$ cat src/sld_pkg.sv
// Shared types and constants for the sync/length/checksum deframer.
// No dependencies; the interfaces and all modules reference this package.
package sld_pkg;

    localparam int ByteW  = 8;
    localparam int IndexW = 17;
    localparam int MaxW   = 17;

    localparam logic [ByteW-1:0]  SyncByte        = 8'h7E;
    localparam logic [IndexW-1:0] HeaderPlusCheck = 17'd6;
    localparam logic [IndexW-1:0] PayloadStart    = 17'd5;
    localparam logic [MaxW-1:0]   MaxLenReset     = 17'd1024;

    localparam logic [IndexW-1:0] IdxSync1  = 17'd0;
    localparam logic [IndexW-1:0] IdxSync2  = 17'd1;
    localparam logic [IndexW-1:0] IdxType   = 17'd2;
    localparam logic [IndexW-1:0] IdxLenLo  = 17'd3;
    localparam logic [IndexW-1:0] IdxLenHi  = 17'd4;

    typedef enum logic [5:0] {
        PH_HUNT1  = 6'b000001,
        PH_HUNT2  = 6'b000010,
        PH_TYPE   = 6'b000100,
        PH_LEN_LO = 6'b001000,
        PH_LEN_HI = 6'b010000,
        PH_BODY   = 6'b100000
    } t_phase;

    typedef enum logic [1:0] {
        ST_IN_FRAME = 2'd0,
        ST_GOOD     = 2'd1,
        ST_TOO_LONG = 2'd2,
        ST_BAD_SUM  = 2'd3
    } t_status;

    typedef struct packed {
        logic [ByteW-1:0]  frame_byte;
        logic [IndexW-1:0] byte_index;
        logic              frame_end;
        t_status           frame_status;
    } t_result;

    typedef struct packed {
        logic    valid;
        t_result res;
    } t_parse_out;

endpackage

$ cat src/sld_ifs.sv
// Valid/ready channel interfaces for the deframer: received bytes,
// echoed frame bytes and the max-length configuration write. Uses sld_pkg.
interface sld_rx_if;
    logic                     valid;
    logic                     ready;
    logic [sld_pkg::ByteW-1:0] rx_byte;
    modport source (output valid, output rx_byte, input ready);
    modport sink   (input valid, input rx_byte, output ready);
endinterface

interface sld_frame_if;
    logic                      valid;
    logic                      ready;
    logic [sld_pkg::ByteW-1:0]  frame_byte;
    logic [sld_pkg::IndexW-1:0] byte_index;
    logic                      frame_end;
    logic [1:0]                frame_status;
    modport source (output valid, output frame_byte, output byte_index,
                    output frame_end, output frame_status, input ready);
    modport sink   (input valid, input frame_byte, input byte_index,
                    input frame_end, input frame_status, output ready);
endinterface

interface sld_cfg_if;
    logic                    valid;
    logic                    ready;
    logic [sld_pkg::MaxW-1:0] max_frame_length;
    modport source (output valid, output max_frame_length, input ready);
    modport sink   (input valid, input max_frame_length, output ready);
endinterface

$ cat src/sld_parse.sv
// Frame parser: phase machine, length latch, position counter and checksum.
// Processes one byte per step and presents its result combinationally. Uses sld_pkg.
module sld_parse (
    input  logic                       i_clk,
    input  logic                       i_rst_n,
    input  logic                       i_step,
    input  logic [sld_pkg::ByteW-1:0]  i_byte,
    input  logic [sld_pkg::MaxW-1:0]   i_max_len,
    output sld_pkg::t_parse_out        o_out
);

    sld_pkg::t_phase            r_phase, n_phase;
    logic [sld_pkg::ByteW-1:0]  r_len_low, n_len_low;
    logic [sld_pkg::IndexW-1:0] r_total, n_total;
    logic [sld_pkg::IndexW-1:0] r_pos, n_pos;
    logic [sld_pkg::ByteW-1:0]  r_sum, n_sum;
    logic [sld_pkg::IndexW-1:0] w_total;
    logic [sld_pkg::IndexW-1:0] w_pos_next;
    logic                       w_is_sync;

    assign w_is_sync  = (i_byte == sld_pkg::SyncByte);
    assign w_total    = {1'b0, i_byte, r_len_low} + sld_pkg::HeaderPlusCheck;
    assign w_pos_next = r_pos + 17'd1;

    always_comb begin
        n_phase   = r_phase;
        n_len_low = r_len_low;
        n_total   = r_total;
        n_pos     = r_pos;
        n_sum     = r_sum;
        o_out.valid            = 1'b0;
        o_out.res.frame_byte   = i_byte;
        o_out.res.byte_index   = sld_pkg::IdxSync1;
        o_out.res.frame_end    = 1'b0;
        o_out.res.frame_status = sld_pkg::ST_IN_FRAME;
        case (r_phase)
            sld_pkg::PH_HUNT2: begin
                if (w_is_sync) begin
                    n_phase              = sld_pkg::PH_TYPE;
                    o_out.valid          = 1'b1;
                    o_out.res.byte_index = sld_pkg::IdxSync2;
                end
            end
            sld_pkg::PH_TYPE: begin
                n_sum                = i_byte;
                n_phase              = sld_pkg::PH_LEN_LO;
                o_out.valid          = 1'b1;
                o_out.res.byte_index = sld_pkg::IdxType;
            end
            sld_pkg::PH_LEN_LO: begin
                n_len_low            = i_byte;
                n_sum                = r_sum + i_byte;
                n_phase              = sld_pkg::PH_LEN_HI;
                o_out.valid          = 1'b1;
                o_out.res.byte_index = sld_pkg::IdxLenLo;
            end
            sld_pkg::PH_LEN_HI: begin
                n_sum                = r_sum + i_byte;
                n_total              = w_total;
                o_out.valid          = 1'b1;
                o_out.res.byte_index = sld_pkg::IdxLenHi;
                if (w_total > i_max_len) begin
                    // abort: too long, restart the hunt
                    n_phase                = sld_pkg::PH_HUNT1;
                    o_out.res.frame_end    = 1'b1;
                    o_out.res.frame_status = sld_pkg::ST_TOO_LONG;
                end else begin
                    n_pos   = sld_pkg::PayloadStart;
                    n_phase = sld_pkg::PH_BODY;
                end
            end
            sld_pkg::PH_BODY: begin
                o_out.valid          = 1'b1;
                o_out.res.byte_index = r_pos;
                if (w_pos_next < r_total) begin
                    n_sum = r_sum + i_byte;
                    n_pos = w_pos_next;
                end else begin
                    // last byte is the checksum
                    n_phase                = sld_pkg::PH_HUNT1;
                    o_out.res.frame_end    = 1'b1;
                    o_out.res.frame_status = (i_byte == r_sum) ? sld_pkg::ST_GOOD
                                                               : sld_pkg::ST_BAD_SUM;
                end
            end
            default: begin
                if (w_is_sync) begin
                    n_phase     = sld_pkg::PH_HUNT2;
                    o_out.valid = 1'b1;
                end else begin
                    n_phase = sld_pkg::PH_HUNT1;
                end
            end
        endcase
    end

    always_ff @(posedge i_clk) begin
        if (!i_rst_n) begin
            r_phase   <= sld_pkg::PH_HUNT1;
            r_len_low <= '0;
            r_total   <= '0;
            r_pos     <= '0;
            r_sum     <= '0;
        end else if (i_step) begin
            r_phase   <= n_phase;
            r_len_low <= n_len_low;
            r_total   <= n_total;
            r_pos     <= n_pos;
            r_sum     <= n_sum;
        end
    end

endmodule

$ cat src/sync_length_checksum_deframer.sv
// Top level of the double-sync, length-framed deframer with additive checksum.
// Depends on sld_pkg, the channel interfaces in sld_ifs.sv and sld_parse.
//
//   channel   dir  payload                                        beat taken when
//   i_rx      in   rx_byte[7:0]                                   valid & ready
//   o_frame   out  frame_byte, byte_index[16:0], frame_end,       valid & ready
//                  frame_status[1:0]
//   i_cfg     in   max_frame_length[16:0]                         valid & ready
//
// One byte per cycle while o_frame is not stalled; a byte's result is loaded into the
// result register after its beat, via the input register and then the parse logic.
// Synchronous active-low reset: hunt for first sync, max_frame_length = 1024.
// A stalled o_frame holds its beat; bytes that produce no result keep flowing past it.
// i_cfg is always ready.
module sync_length_checksum_deframer (
    input  logic        i_clk,
    input  logic        i_rst_n,
    sld_rx_if.sink      i_rx,
    sld_frame_if.source o_frame,
    sld_cfg_if.sink     i_cfg
);

    logic                      r_in_valid;
    logic [sld_pkg::ByteW-1:0] r_in_byte;
    logic [sld_pkg::MaxW-1:0]  r_max_len;
    logic                      r_out_valid;
    sld_pkg::t_result          r_out;
    sld_pkg::t_parse_out       w_parse;
    logic                      w_out_free;
    logic                      w_step;

    assign w_out_free = !r_out_valid || o_frame.ready;
    // process the held byte when its result (if any) has somewhere to go
    assign w_step     = r_in_valid && (!w_parse.valid || w_out_free);
    assign i_rx.ready = !r_in_valid || w_step;
    assign i_cfg.ready = 1'b1;

    sld_parse u_parse (
        .i_clk     (i_clk),
        .i_rst_n   (i_rst_n),
        .i_step    (w_step),
        .i_byte    (r_in_byte),
        .i_max_len (r_max_len),
        .o_out     (w_parse)
    );

    always_ff @(posedge i_clk) begin
        if (!i_rst_n) begin
            r_max_len <= sld_pkg::MaxLenReset;
        end else if (i_cfg.valid) begin
            r_max_len <= i_cfg.max_frame_length;
        end
    end

    always_ff @(posedge i_clk) begin
        if (!i_rst_n) begin
            r_in_valid <= 1'b0;
        end else if (i_rx.ready) begin
            r_in_valid <= i_rx.valid;
        end
    end

    always_ff @(posedge i_clk) begin
        if (i_rx.ready && i_rx.valid) begin
            r_in_byte <= i_rx.rx_byte;
        end
    end

    always_ff @(posedge i_clk) begin
        if (!i_rst_n) begin
            r_out_valid <= 1'b0;
        end else if (w_out_free) begin
            r_out_valid <= w_step && w_parse.valid;
        end
    end

    always_ff @(posedge i_clk) begin
        if (w_step && w_parse.valid) begin
            r_out <= w_parse.res;
        end
    end

    assign o_frame.valid        = r_out_valid;
    assign o_frame.frame_byte   = r_out.frame_byte;
    assign o_frame.byte_index   = r_out.byte_index;
    assign o_frame.frame_end    = r_out.frame_end;
    assign o_frame.frame_status = r_out.frame_status;

endmodule

$ cat src/flat_wrapper.sv
// flat-port wrapper written by rule: the top's interface ports become plain ports
module sync_length_checksum_deframer_flat 
  (i_clk, i_rst_n, i_rx_valid, i_rx_rx_byte, i_rx_ready, o_frame_valid, o_frame_frame_byte, o_frame_byte_index, o_frame_frame_end, o_frame_frame_status, o_frame_ready, i_cfg_valid, i_cfg_max_frame_length, i_cfg_ready);
  sld_rx_if i_rx_i ();
  sld_frame_if o_frame_i ();
  sld_cfg_if i_cfg_i ();
  input  logic i_clk;
  input  logic i_rst_n;
  input wire logic [$bits(i_rx_i.valid)-1:0] i_rx_valid;
  input wire logic [$bits(i_rx_i.rx_byte)-1:0] i_rx_rx_byte;
  output wire logic [$bits(i_rx_i.ready)-1:0] i_rx_ready;
  output wire logic [$bits(o_frame_i.valid)-1:0] o_frame_valid;
  output wire logic [$bits(o_frame_i.frame_byte)-1:0] o_frame_frame_byte;
  output wire logic [$bits(o_frame_i.byte_index)-1:0] o_frame_byte_index;
  output wire logic [$bits(o_frame_i.frame_end)-1:0] o_frame_frame_end;
  output wire logic [$bits(o_frame_i.frame_status)-1:0] o_frame_frame_status;
  input wire logic [$bits(o_frame_i.ready)-1:0] o_frame_ready;
  input wire logic [$bits(i_cfg_i.valid)-1:0] i_cfg_valid;
  input wire logic [$bits(i_cfg_i.max_frame_length)-1:0] i_cfg_max_frame_length;
  output wire logic [$bits(i_cfg_i.ready)-1:0] i_cfg_ready;
  assign i_rx_i.valid = i_rx_valid;
  assign i_rx_i.rx_byte = i_rx_rx_byte;
  assign i_rx_ready = i_rx_i.ready;
  assign o_frame_valid = o_frame_i.valid;
  assign o_frame_frame_byte = o_frame_i.frame_byte;
  assign o_frame_byte_index = o_frame_i.byte_index;
  assign o_frame_frame_end = o_frame_i.frame_end;
  assign o_frame_frame_status = o_frame_i.frame_status;
  assign o_frame_i.ready = o_frame_ready;
  assign i_cfg_i.valid = i_cfg_valid;
  assign i_cfg_i.max_frame_length = i_cfg_max_frame_length;
  assign i_cfg_ready = i_cfg_i.ready;
  sync_length_checksum_deframer u_core (.i_clk(i_clk), .i_rst_n(i_rst_n), .i_rx(i_rx_i), .o_frame(o_frame_i), .i_cfg(i_cfg_i));
endmodule
$ cat config.mk
export PLATFORM = sky130hd
export DESIGN_NAME = sync_length_checksum_deframer_flat
export DESIGN_NICKNAME = d
export VERILOG_FILES = /design/src/sld_pkg.sv /design/src/sld_ifs.sv /design/src/sld_parse.sv /design/src/sync_length_checksum_deframer.sv /design/src/flat_wrapper.sv
export SDC_FILE = /design/constraint.sdc
export NUM_CORES = 1
export LEC_CHECK = 0
export BUFFER_PORTS_ARGS = -buffer_cell sky130_fd_sc_hd__buf_2
export CAP_MARGIN = 10
export CORE_MARGIN = 2
export CORE_UTILIZATION = 50
export CTS_BUF_LIST = sky130_fd_sc_hd__clkbuf_4 sky130_fd_sc_hd__clkbuf_8 sky130_fd_sc_hd__clkbuf_16
export DETAILED_ROUTE_END_ITERATION = 8
export PLACE_DENSITY = 0.7
export SLEW_MARGIN = 40
export SYNTH_ARGS = -nofsm -noshare
export SYNTH_HDL_FRONTEND = slang
export SYNTH_SLANG_ARGS = --single-unit
export TNS_END_PERCENT = 1
$ cat constraint.sdc
create_clock -name i_clk -period 9.1 [get_ports i_clk]
set_clock_uncertainty 0.15 [all_clocks]
set_input_delay 1.82 -clock i_clk [delete_from_list [all_inputs] [get_ports i_clk]]
set_output_delay 1.82 -clock i_clk [all_outputs]
set_load 0.01 [all_outputs]
; After elaboration in Yosys (flattened, before gate mapping)
; Index checks and enable logic that the tools add are counted.
[totals]
out_inout_bits = 31
inputBits = 30
register_bits = 111
[classes]
order_cmp = 2
muxes = 18
n_reduce_logical = 18
addsub = 3
n_eq_ne = 11
[op_table]
columns = operator, count
row1 = $pmux W17 S5, 1
row2 = $mux W17, 2
row3 = $pmux W17 S2, 1
row4 = $pmux W6 S5, 1
row5 = $pmux W8 S3, 1
row6 = $mux W6, 3
row7 = $add A16 B3 Y17 const B, 1
row8 = $add A17 B1 Y17 const B, 1
row9 = $gt A17 B17 Y1, 1
row10 = $lt A17 B17 Y1, 1
row11 = $add A8 B8 Y8, 1
row12 = $eq A8 B7 Y1 const B, 1
row13 = $eq A8 B8 Y1, 1
row14 = $mux W8, 1
row15 = $ne A2 B2 Y1 const B, 4
row16 = $eq A6 B2 Y1 const B, 1
row17 = $eq A6 B3 Y1 const B, 1
row18 = $eq A6 B4 Y1 const B, 1
row19 = $eq A6 B5 Y1 const B, 1
row20 = $eq A6 B6 Y1 const B, 1
row21 = $mux W3, 2
row22 = $pmux W3 S2, 1
row23 = $reduce_and A3 Y1, 2
row24 = $mux W2, 2
row25 = other kinds (10), 19

; Longest topological paths before layout
; Gate-level depths: netlist of run 1.
[logic_depth]
depth_word = 8
depth_mapped = 16
depth_no_buf = 15

; Cells and area by module
; Synthesis of run 1 repeated with hierarchy kept, for this count alone.
[hier_totals]
cells_unflattened = 668
hier_area_um2 = 6276.0
[by_module_without_submodules]
columns = module, cells_each, instances, area_per_inst_um2, seq_area_each_um2
row1 = sld_parse, 564, 1, 4433.0, 1121.1
row2 = sync_length_checksum_deframer, 104, 1, 1843.0, 1461.4

; Worst setup path before layout of run 1
; OpenSTA, ideal clock, no wires.
[synth_path]
path_kind = input port to flip-flop
startpoint = input port o_frame_ready
endpoint = register u_core.r_out (netlist bit u_core.o_frame.byte_index[0]) (enable)
setup_time_ns = 0.423
cell_stages = 6
arrival_ns = 3.886
t_required_ns = 8.527
path_buffers = 2
slack_ns = 4.641
path_cell_list = nand2b_1 > o21ai_1 > a31o_1 > buf_6 > buf_2 > a21oi_1
[synth_between]
elab_chain_len = 4
[synth_rtl]
columns = item, line
row1 = start: declaration, flat_wrapper.sv:17  ; input wire logic [$bits(o_frame_i.ready)-1:0] o_frame_ready;
row2 = $logic_or A1 B1 Y1, sync_length_checksum_deframer.sv:32  ; assign w_out_free = !r_out_valid || o_frame.ready;
row3 = $logic_or A1 B1 Y1, sync_length_checksum_deframer.sv:34  ; assign w_step = r_in_valid && (!w_parse.valid || w_out_free);
row4 = $logic_and A1 B1 Y1, sync_length_checksum_deframer.sv:34
row5 = $logic_and A1 B1 Y1, sync_length_checksum_deframer.sv:78  ; if (w_step && w_parse.valid) begin
row6 = end signal: assignment, sync_length_checksum_deframer.sv:79  ; r_out <= w_parse.res;
row7 = end: declaration, sync_length_checksum_deframer.sv:27  ; sld_pkg::t_result r_out;
; Every way passes these cells.
; A chain may end at the register's enable or synchronous reset.

; Final worst setup path of run 1
[layout_path]
startpoint = input port o_frame_ready
endpoint = output port i_rx_ready
[layout_between]
elab_chain_len = 4
[layout_rtl]
columns = item, line
row1 = $logic_or A1 B1 Y1, sync_length_checksum_deframer.sv:32
row2 = $logic_or A1 B1 Y1, sync_length_checksum_deframer.sv:34
row3 = $logic_and A1 B1 Y1, sync_length_checksum_deframer.sv:34
row4 = $logic_or A1 B1 Y1, sync_length_checksum_deframer.sv:35  ; assign i_rx.ready = !r_in_valid || w_step;
row5 = end: declaration, flat_wrapper.sv:11  ; output wire logic [$bits(i_rx_i.ready)-1:0] i_rx_ready;
; Every way passes these cells.

==> results of run 1 <==
[worst min-delay path, stage by stage, from the launching register on]
cell and delay (ns):
dfxtp_1 0.33, mux2i_1 0.06, nor2_1 0.07
[kinds of logic after synthesis]
| logic type | share of synthesized area, % |
|---|---|
| xor gates and xnor gates | 4.874 |
| muxes | 8.233 |
| and+or+nand+nor | 17.96 |
| other | 0.06138 |
| adders and majority gates | 8.929 |
| AOI/OAI and AO/OA | 12.14 |
| DFF | 42.27 |
| buffers and inverters | 5.529 |
[state kept, by name (all words and copies together) (netlist names), 2 cells and up]
register,count
u_core.u_parse.r_phase,6
u_core.r_in_byte,8
u_core.o_frame.byte_index,17
u_core.o_frame.frame_status,2
u_core.u_parse.r_pos,17
u_core.u_parse.r_sum,8
u_core.r_max_len,17
u_core.u_parse.r_len_low,8
u_core.o_frame.frame_byte,8
u_core.u_parse.r_total,17
[routing by layer]
layer / vias up / GRT usage [%] / share of wire [%]
met5: - / 0 / 0
met4: 0 / 7.398 / 1.7
met3: 17 / 3.653 / 4.3
met2: 115 / 34.87 / 48
met1: 2184 / 26.64 / 46
li1: 2374 / - / -
[synthesized netlist by cell type (13+ instances only)]
cell      count
inv_1        51
edfxtp_1     36
dfxtp_1      75
nand4_1      17
nand3_1      20
a21oi_1      37
nand2_1      50
ha_1         42
o21ai_0      14
clkbuf_1     15
xnor2_1      22
mux2i_1      48
nor2_1       82
and2_1       13
[power groups by stage]
stage | combinational, mW | clock (mW) | sequential (mW)
2_1_floorplan | 0.0472 | 0 | 0.535
3_3_place_gp | 0.0604 | 0 | 0.539
3_5_place_dp | 0.0634 | 0 | 0.540
4_1_cts | 0.0640 | 0.390 | 0.529
5_1_grt | 0.0715 | 0.407 | 0.530
6_report | 0.0641 | 0.383 | 0.528
[metrics by stage]
stage / hold WS (ns) / area [um2] / std cells / util, %
3_5_place_dp: 0.3324 / 6490 / 830 / 54.26
6_report: 0.3451 / 6774 / 846 / 56.63
5_1_grt: 0.3625 / 6774 / 846 / 56.63
4_1_cts: 0.3471 / 6774 / 846 / 56.63
2_1_floorplan: 0.2706 / 6110 / 650 / -
3_3_place_gp: 0.3182 / 6469 / 830 / 54.08
[worst min-delay path by stage]
stage / slack, ns / cells past startpoint / to / start
after detailed placement: 0.33 / 2 / u_core.r_max_len[9]$_SDFFE_PN0P_ / u_core.r_max_len[9]$_SDFFE_PN0P_
after global routing: 0.36 / 2 / u_core.r_max_len[12]$_SDFFE_PN0P_ / u_core.r_max_len[12]$_SDFFE_PN0P_
after global placement: 0.32 / 2 / u_core.u_parse.r_pos[11]$_SDFFE_PN0P_ / u_core.u_parse.r_pos[11]$_SDFFE_PN0P_
after CTS: 0.35 / 2 / u_core.u_parse.r_pos[11]$_SDFFE_PN0P_ / u_core.u_parse.r_pos[11]$_SDFFE_PN0P_
final: 0.35 / 2 / u_core.r_max_len[9]$_SDFFE_PN0P_ / u_core.r_max_len[9]$_SDFFE_PN0P_
after floorplan: 0.27 / 0 / u_core.o_frame.frame_byte[7]$_DFFE_PP_ / u_core.r_in_byte[7]$_DFFE_PP_
[area by class of cell]
class	instances	area (um2)	share of cell area (%)
flip-flops and latches	111	2582	38.12
repair buffers	62	317.8	4.692
well taps	147	183.9	2.715
clock inverters	3	16.27	0.2401
clock buffers	13	267.8	3.953
multi-input cells	459	3214	47.45
inverters	51	191.4	2.826
==> flow_summary.toml, run 1 <==
[outcome]
outcome = "finished, final reports clean"

[synthesis]
syn-cell-area_mm2 = 0.006110
yosysTopAreaCell = "dfxtp_1"
syn_inst = 650
yosys_warnings = 0
ys_types = 66
synth_area_leaders = "dfxtp_1 25%, edfxtp_1 18%, ha_1 8.6%, mux2i_1 7.9%, nor2_1 5.0%"
syn-num-nets = 723
synth_seq_cells = 111
avgSynthCellArea_um2 = 9.399
ys_seq_area_share_pct = 42.27
synth_edf_count = 36
synth_top_area_share_pct = 24.58
async_flop_share_pct = 0
ys.flop_type = "dfxtp_1"

[power_and_ir_drop]
power.share.sequential_pct = 54.2
p_switching_uw = 224.9
p_per_area_mw_per_mm2 = 144.0
ir_worst_vdd_uv = 119.0
p_total_uw = 975.5
clock_power_share_pct = 39.3
p_leak_nw = 2.667
p_sw_share_pct = 23.06
p_int_uw = 750.6
power_frac_comb_pct = 6.6

[route]
post-route-drc-count = 0
ant_nets = 0
finalWirelength_mm = 12.90
drtIter0Drc = 379
drt_first_pass_iters = 5
wire_per_inst_um = 15.24
vias = 4690
viasPerCell = 5.544

[floorplan]
pin_count = 61
start_util_pct = 51.08
core_mm2 = 0.01196
fp-row-count = 40
die_w_um = 114.5
die-area_mm2 = 0.01312
die_h_um = 114.5

[worst_setup_path]
worstReg2RegStart = "u_core.u_parse.r_pos[0]$_SDFFE_PN0P_"
r2r_cells = 15
crit_top_cell = "buf_2"
cp-endpoint = "i_rx_ready"
crit_arrival_ns = 2.64
critPathLaunch = "o_frame_ready"
crit_slowest_cell = "nor2b_1"
end_kind = "output port"
path_max_fanout = 5
crit_type = "input port to output port"
cp_num_cells = 4
startpoint_type = "input port"
cp_num_buf_inv = 2
critPathTopFamily = "simple AND/OR/NAND/NOR gates"
r2r_end = "u_core.u_parse.r_pos[2]$_SDFFE_PN0P_"
path_cells = "buf_2, nor2b_1, nand3_1, buf_2"
cp.required_ns = 7.13
cpPeakStageDelay_ns = 0.37
ff2ff_setup_slack_ns = 4.81

[flow_run]
drv_cap = 0

[sta]
postLayoutSetupSlackWorst_ns = 4.494
max_slew.worst_pin.slew_ns = 0.8192
fmax_mhz = 217.1
final_max_slew_viol_count = 0
setup_tns_ns = 0
post-route-period-util_pct = 50.62
rsz0062_at_grt = "no"
hold_viol = 0
fin_crit_ns = 4.606
setup_viol = 0
slew_headroom_pct = 45.39

[clock_tree]
cts_sinks = 111
htree_levels = 3
cts_buffers = 9
cts_hold_buf = 0
cts_setup_buffers = 0
clk_pin_slew_ns = 0.07
root_buffer = "clkbuf_16"
cts_resized = 0
clk_path_buf_depth = 2
clk_latency_ns = 0.36
cts_tree = "yes"

[global_route]
grt_pass1_wl_mm = 21.65
grt_overflow = 0
antenna_found_initial = 0
grt_pass1_vias = 4535
track_usage_pct = 20.67
grt_max_degree = 66

[worst_hold_path]
min_path_type = "flop to flop"

[final_layout]
final_common_cell = "nor2_1"
syn2layout_area_growth_pct = 10.87
final_cell_mix = "82 x nor2_1, 75 x dfxtp_1, 59 x buf_2"
finalNetCount = 767
n_fill_cell = 1086
antennaDiodeCount = 0
drive_above_1_share_pct = 14.59

[place]
port_buffers = 59
dp_hpwl_mm = 9.270
gp_congestion = 0.8404
dp_slack_ns = 4.489
Power figures use the tool's default switching activity.
==> run 2: changes to the inputs <==
--- a/config.mk
+++ b/config.mk
@@ -11,7 +11,7 @@
 export CORE_UTILIZATION = 50
 export CTS_BUF_LIST = sky130_fd_sc_hd__clkbuf_4 sky130_fd_sc_hd__clkbuf_8 sky130_fd_sc_hd__clkbuf_16
 export DETAILED_ROUTE_END_ITERATION = 8
-export PLACE_DENSITY = 0.7
+export PLACE_DENSITY = 0.73
 export SLEW_MARGIN = 40
 export SYNTH_ARGS = -nofsm -noshare
 export SYNTH_HDL_FRONTEND = slang
==> constraint.sdc (replaced) <==
create_clock -name i_clk -period 4.2 [get_ports i_clk]
set_clock_uncertainty 0.15 [all_clocks]
set_input_delay 0.84 -clock i_clk [delete_from_list [all_inputs] [get_ports i_clk]]
set_output_delay 0.84 -clock i_clk [all_outputs]
set_load 0.01 [all_outputs]
==> run 2 against run 1 <==
Effect of this change:
- wire length rose by 4.1%
- register-to-register slack got worse by 4.6 ns
- global-route usage rose by 1.1 points
- largest cell class unchanged
==> flow_summary.toml, run 2 (synthesized netlist as in run 1, its figures left out) <==
[final_layout]
utilization_pct = 58.05
final_cell_mix = "82 x nor2_1, 73 x dfxtp_1, 59 x buf_2"
drive_above_1_share_pct = 17.30
antennaDiodeCount = 0
syn2layout_area_growth_pct = 13.66
finalNetCount = 779
final_common_cell = "nor2_1"

[clock_tree]
clk_pin_slew_ns = 0.07
cts_buffers = 9
root_buffer = "clkbuf_16"
cts_tree = "yes"
htree_levels = 3
cts_sinks = 111
clk_latency_ns = 0.36
clk_path_buf_depth = 2

[route]
ant_nets = 0
finalWirelength_mm = 13.43
drt_first_pass_iters = 5
post-route-drc-count = 0
vias = 4838
viasPerCell = 5.639
wire_per_inst_um = 15.65
drtIter0Drc = 242

[worst_setup_path]
cp.required_ns = 4.30
r2r_cells = 14
end_kind = "flop"
startpoint_type = "flop"
crit_type = "flop to flop"
crit_arrival_ns = 4.05
ff2ff_setup_slack_ns = 0.24
path_max_fanout = 10

[place]
gp_congestion = 0.8332
dp_hpwl_mm = 9.741
port_buffers = 59

[global_route]
track_usage_pct = 21.79
grt_pass1_vias = 4645
grt_overflow = 0
grt_max_degree = 53
grt_pass1_wl_mm = 22.66
antenna_found_initial = 0

[sta]
fin_crit_ns = 3.957
fmax_mhz = 252.7
hold_viol = 0
max_slew.worst_pin.slew_ns = 0.8059
post-route-period-util_pct = 94.22
final_max_slew_viol_count = 0
slew_headroom_pct = 46.12
setup_viol = 0

[power_and_ir_drop]
power_frac_comb_pct = 7.0
ir_worst_vdd_uv = 413.6
p_switching_uw = 501.0
p_per_area_mw_per_mm2 = 321.6
p_leak_nw = 2.759
p_total_mw = 2.233
p_sw_share_pct = 22.43
power.share.sequential_pct = 50.9
p_int_mw = 1.732
clock_power_share_pct = 42.1

[floorplan]
die_h_um = 114.5
die-area_mm2 = 0.01312
die_w_um = 114.5
fp-row-count = 40
pin_count = 61
start_util_pct = 51.08
core_mm2 = 0.01196

[worst_hold_path]
min_path_type = "flop to flop"
hold_depth = 2

[outcome]
outcome = "finished, final reports clean"

[flow_run]
drv_cap = 0
run 2: cell type report:
type	instances	area (um2)
Sequential cell	111	2585
Clock buffer	11	246.5
Inverter	51	191.4
Multi-Input combinational cell	459	3236
Clock inverter	5	81.33
Timing Repair Buffer	74	420.4
Fill cell	1017	5017
Tap cell	147	183.9
run 2: metal layers:
layer	up-vias	wire [um]	track usage [%]
met5	-	0	0
met4	0	223	6.829
met3	19	511	5.029
met2	118	6435	35.54
met1	2317	6257	28.74
li1	2384	-	-
run 2: metrics by stage:
stage / cells / setup slack, ns / TNS (ns) / hold WS, ns / cell area [um2]
after detailed placement: 840 / 0.1025 / 0 / 0.3325 / 6563
after global placement: 840 / 0.2766 / 0 / 0.3249 / 6556
after global routing: 858 / -0.01283 / -0.02123 / 0.3725 / 6944
after CTS: 856 / 0.05070 / 0 / 0.3470 / 6890
after floorplan: 650 / 0.4595 / 0 / 0.2706 / 6110
final: 858 / 0.2427 / 0 / 0.3434 / 6944
run 2: path summary, 6_finish.rpt:
check                                           startpoint                               endpoint
setup / recovery  u_core.u_parse.r_len_low[1]$_SDFFE_PN0P_  u_core.u_parse.r_pos[15]$_SDFFE_PN0P_
hold / removal           u_core.r_max_len[12]$_SDFFE_PN0P_      u_core.r_max_len[12]$_SDFFE_PN0P_
setup reg to reg  u_core.u_parse.r_len_low[1]$_SDFFE_PN0P_  u_core.u_parse.r_pos[15]$_SDFFE_PN0P_
hold reg to reg          u_core.r_max_len[12]$_SDFFE_PN0P_      u_core.r_max_len[12]$_SDFFE_PN0P_
run 2: timing repair:
action / CTS / global route
gates resized for setup: 0 / 10
buffers inserted: 0 / 2
hold buffers: 0 / 0
endpoints found under the setup margin: 0 / 31
run 2: power by group through the flow:
stage,sequential [mW],combinational [mW],clock (mW)
floorplan,1.16,0.102,0
global placement,1.16,0.149,0
detailed placement,1.16,0.155,0
CTS,1.14,0.156,0.958
global route,1.14,0.175,1.00
finish,1.14,0.156,0.940
run 2: worst max-delay path, stage by stage, from the launching register on:
cell and delay [ns]:
dfxtp_1 0.40, inv_1 0.13, ha_1 0.28, nor3_1 0.36, nand4_1 0.16, xnor2_1 0.21
ha_1 0.30, nand4_1 0.15, nor4_2 0.41, o31ai_1 0.13, a32oi_1 0.23, buf_4 0.18
a2bb2oi_4 0.34, nor2_4 0.12, a41o_1 0.27
==> run 3: changes to the inputs <==
--- a/config.mk
+++ b/config.mk
@@ -5,7 +5,7 @@
 export SDC_FILE = /design/constraint.sdc
 export NUM_CORES = 1
 export LEC_CHECK = 0
-export BUFFER_PORTS_ARGS = -buffer_cell sky130_fd_sc_hd__buf_2
+export BUFFER_PORTS_ARGS = -buffer_cell sky130_fd_sc_hd__buf_4
 export CAP_MARGIN = 10
 export CORE_MARGIN = 2
 export CORE_UTILIZATION = 50
==> run 3 against run 2 <==
Effect of this change:
- sequential share of layout area is 0.64 points lower
- total power is 5.0% lower
- sequential cell count stayed put
- first-iteration DRC count is 28% higher
- global-route usage is 0.27 points higher
- critical path type unchanged
==> flow_summary.toml, run 3 (synthesized netlist as in run 1, its figures left out) <==
[worst_setup_path]
worstReg2RegStart = "u_core.u_parse.r_pos[1]$_SDFFE_PN0P_"
r2r_cells = 17
ff2ff_setup_slack_ns = 0.25
crit_arrival_ns = 3.91
critPathLaunch = "u_core.u_parse.r_pos[1]$_SDFFE_PN0P_"
path_max_fanout = 5
crit_type = "flop to flop"
cp-endpoint = "u_core.o_frame.frame_status[1]$_DFFE_PP_"
startpoint_type = "flop"
r2r_end = "u_core.o_frame.frame_status[1]$_DFFE_PP_"
cp.required_ns = 4.16
end_kind = "flop"

[power_and_ir_drop]
p_leak_nw = 2.787
ir_worst_vdd_uv = 202.4
p_total_mw = 2.121
p_per_area_mw_per_mm2 = 300.4

[route]
viasPerCell = 5.641
drt_first_pass_iters = 5
drtIter0Drc = 309
vias = 4857
finalWirelength_mm = 13.86
ant_nets = 0
post-route-drc-count = 0
wire_per_inst_um = 16.10

[final_layout]
final_cell_mix = "82 x nor2_1, 76 x buf_4, 74 x dfxtp_1"
final_area_mm2 = 0.007062
utilization_pct = 59.04
multi_input_area_mm2 = 0.003249
fin_cells = 861
finalNetCount = 782
regArea_mm2 = 0.002584
syn2layout_area_growth_pct = 15.58
final_common_cell = "nor2_1"
n_fill_cell = 1026
antennaDiodeCount = 0
drive_above_1_share_pct = 16.95

[floorplan]
fp-row-count = 40
start_util_pct = 51.08
core_mm2 = 0.01196
pin_count = 61
die-area_mm2 = 0.01312
die_w_um = 114.5
die_h_um = 114.5

[place]
placed_cells = 841
placed_area_mm2 = 0.006719
port_buffers = 59
dp_hpwl_mm = 9.910
gp_congestion = 0.8581

[clock_tree]
clk_pin_slew_ns = 0.07
root_buffer = "clkbuf_16"
clk_latency_ns = 0.36
cts_tree = "yes"
htree_levels = 3
cts_buffers = 9
cts_sinks = 111
clk_path_buf_depth = 2
cts_hold_buf = 0

[sta]
setup_viol = 0
max_slew.worst_pin.slew_ns = 0.9416
hold_viol = 0
fin_hold_ws_ns = 0.3421
post-route-period-util_pct = 94.03
final_max_slew_viol_count = 0
slew_headroom_pct = 37.05
fin_crit_ns = 3.949
fmax_mhz = 253.2

[flow_run]
drv_cap = 0

[global_route]
grt_pass1_wl_mm = 22.69
grt_overflow = 0
grt_pass1_vias = 4717
antenna_found_initial = 0
grt_max_degree = 66
track_usage_pct = 22.05

[worst_hold_path]
min_path_type = "flop to flop"

[outcome]
outcome = "finished, final reports clean"
-- run 3: report_power, final --
group	internal, mW	leakage, nW	switching [mW]
clock network	0.409	0.140	0.411
registers	1.12	0.925	0.0154
logic	0.0716	1.72	0.0939
total	1.60	2.79	0.520
-- run 3: timing repair --
item	CTS	global route
resized for setup	0	6
endpoints found under the setup margin	0	29
setup buffers	0	3
-- run 3: how the worst min path moves through the flow --
stage                                                 start                                       to  slack (ns)  depth (start not counted)
finish                u_core.u_parse.r_pos[11]$_SDFFE_PN0P_    u_core.u_parse.r_pos[11]$_SDFFE_PN0P_        0.34                          2
global placement    u_core.u_parse.r_total[13]$_SDFFE_PN0P_  u_core.u_parse.r_total[13]$_SDFFE_PN0P_        0.32                          2
global route          u_core.u_parse.r_pos[11]$_SDFFE_PN0P_    u_core.u_parse.r_pos[11]$_SDFFE_PN0P_        0.37                          2
detailed placement    u_core.u_parse.r_pos[11]$_SDFFE_PN0P_    u_core.u_parse.r_pos[11]$_SDFFE_PN0P_        0.33                          2
CTS                   u_core.u_parse.r_pos[11]$_SDFFE_PN0P_    u_core.u_parse.r_pos[11]$_SDFFE_PN0P_        0.34                          2
floorplan                     u_core.r_in_byte[7]$_DFFE_PP_   u_core.o_frame.frame_byte[7]$_DFFE_PP_        0.27                          0
-- run 3: through the flow --
step           setup WS, ns  setup TNS (ns)
2_1_floorplan        0.4595               0
3_5_place_dp         0.1336               0
6_report             0.2507               0
3_3_place_gp         0.2573               0
4_1_cts              0.1078               0
5_1_grt            -0.01250        -0.02051
-- run 3: routing by layer --
metal  GRT usage (%)  vias up  wire (um)
met5               0        -          0
met4           8.211        0        215
met3           3.335       16        532
met2           37.00      125       6677
met1           28.78     2315       6436
li1                -     2401          -
-- run 3: cell type report --
type	instances	share of cell area (%)
Tap cell	147	2.605
Sequential cell	111	36.59
Clock buffer	9	3.189
Inverter	51	2.711
Multi-Input combinational cell	460	46.01
Clock inverter	7	0.8150
Timing Repair Buffer	76	8.079
-- run 3: worst max-delay path, stage by stage (launching register included) --
cell and delay, ns:
dfxtp_1 0.42, ha_2 0.26, and3_1 0.25, and4_2 0.31, nand2_1 0.07, nor2_1 0.14, nand3_1 0.11, xnor2_1 0.22
ha_1 0.28, nand4_1 0.15, nor2_1 0.07, a221o_1 0.36, a211oi_4 0.26, buf_4 0.22, buf_4 0.13, nor2_1 0.05
o41ai_1 0.13, nand2_1 0.11
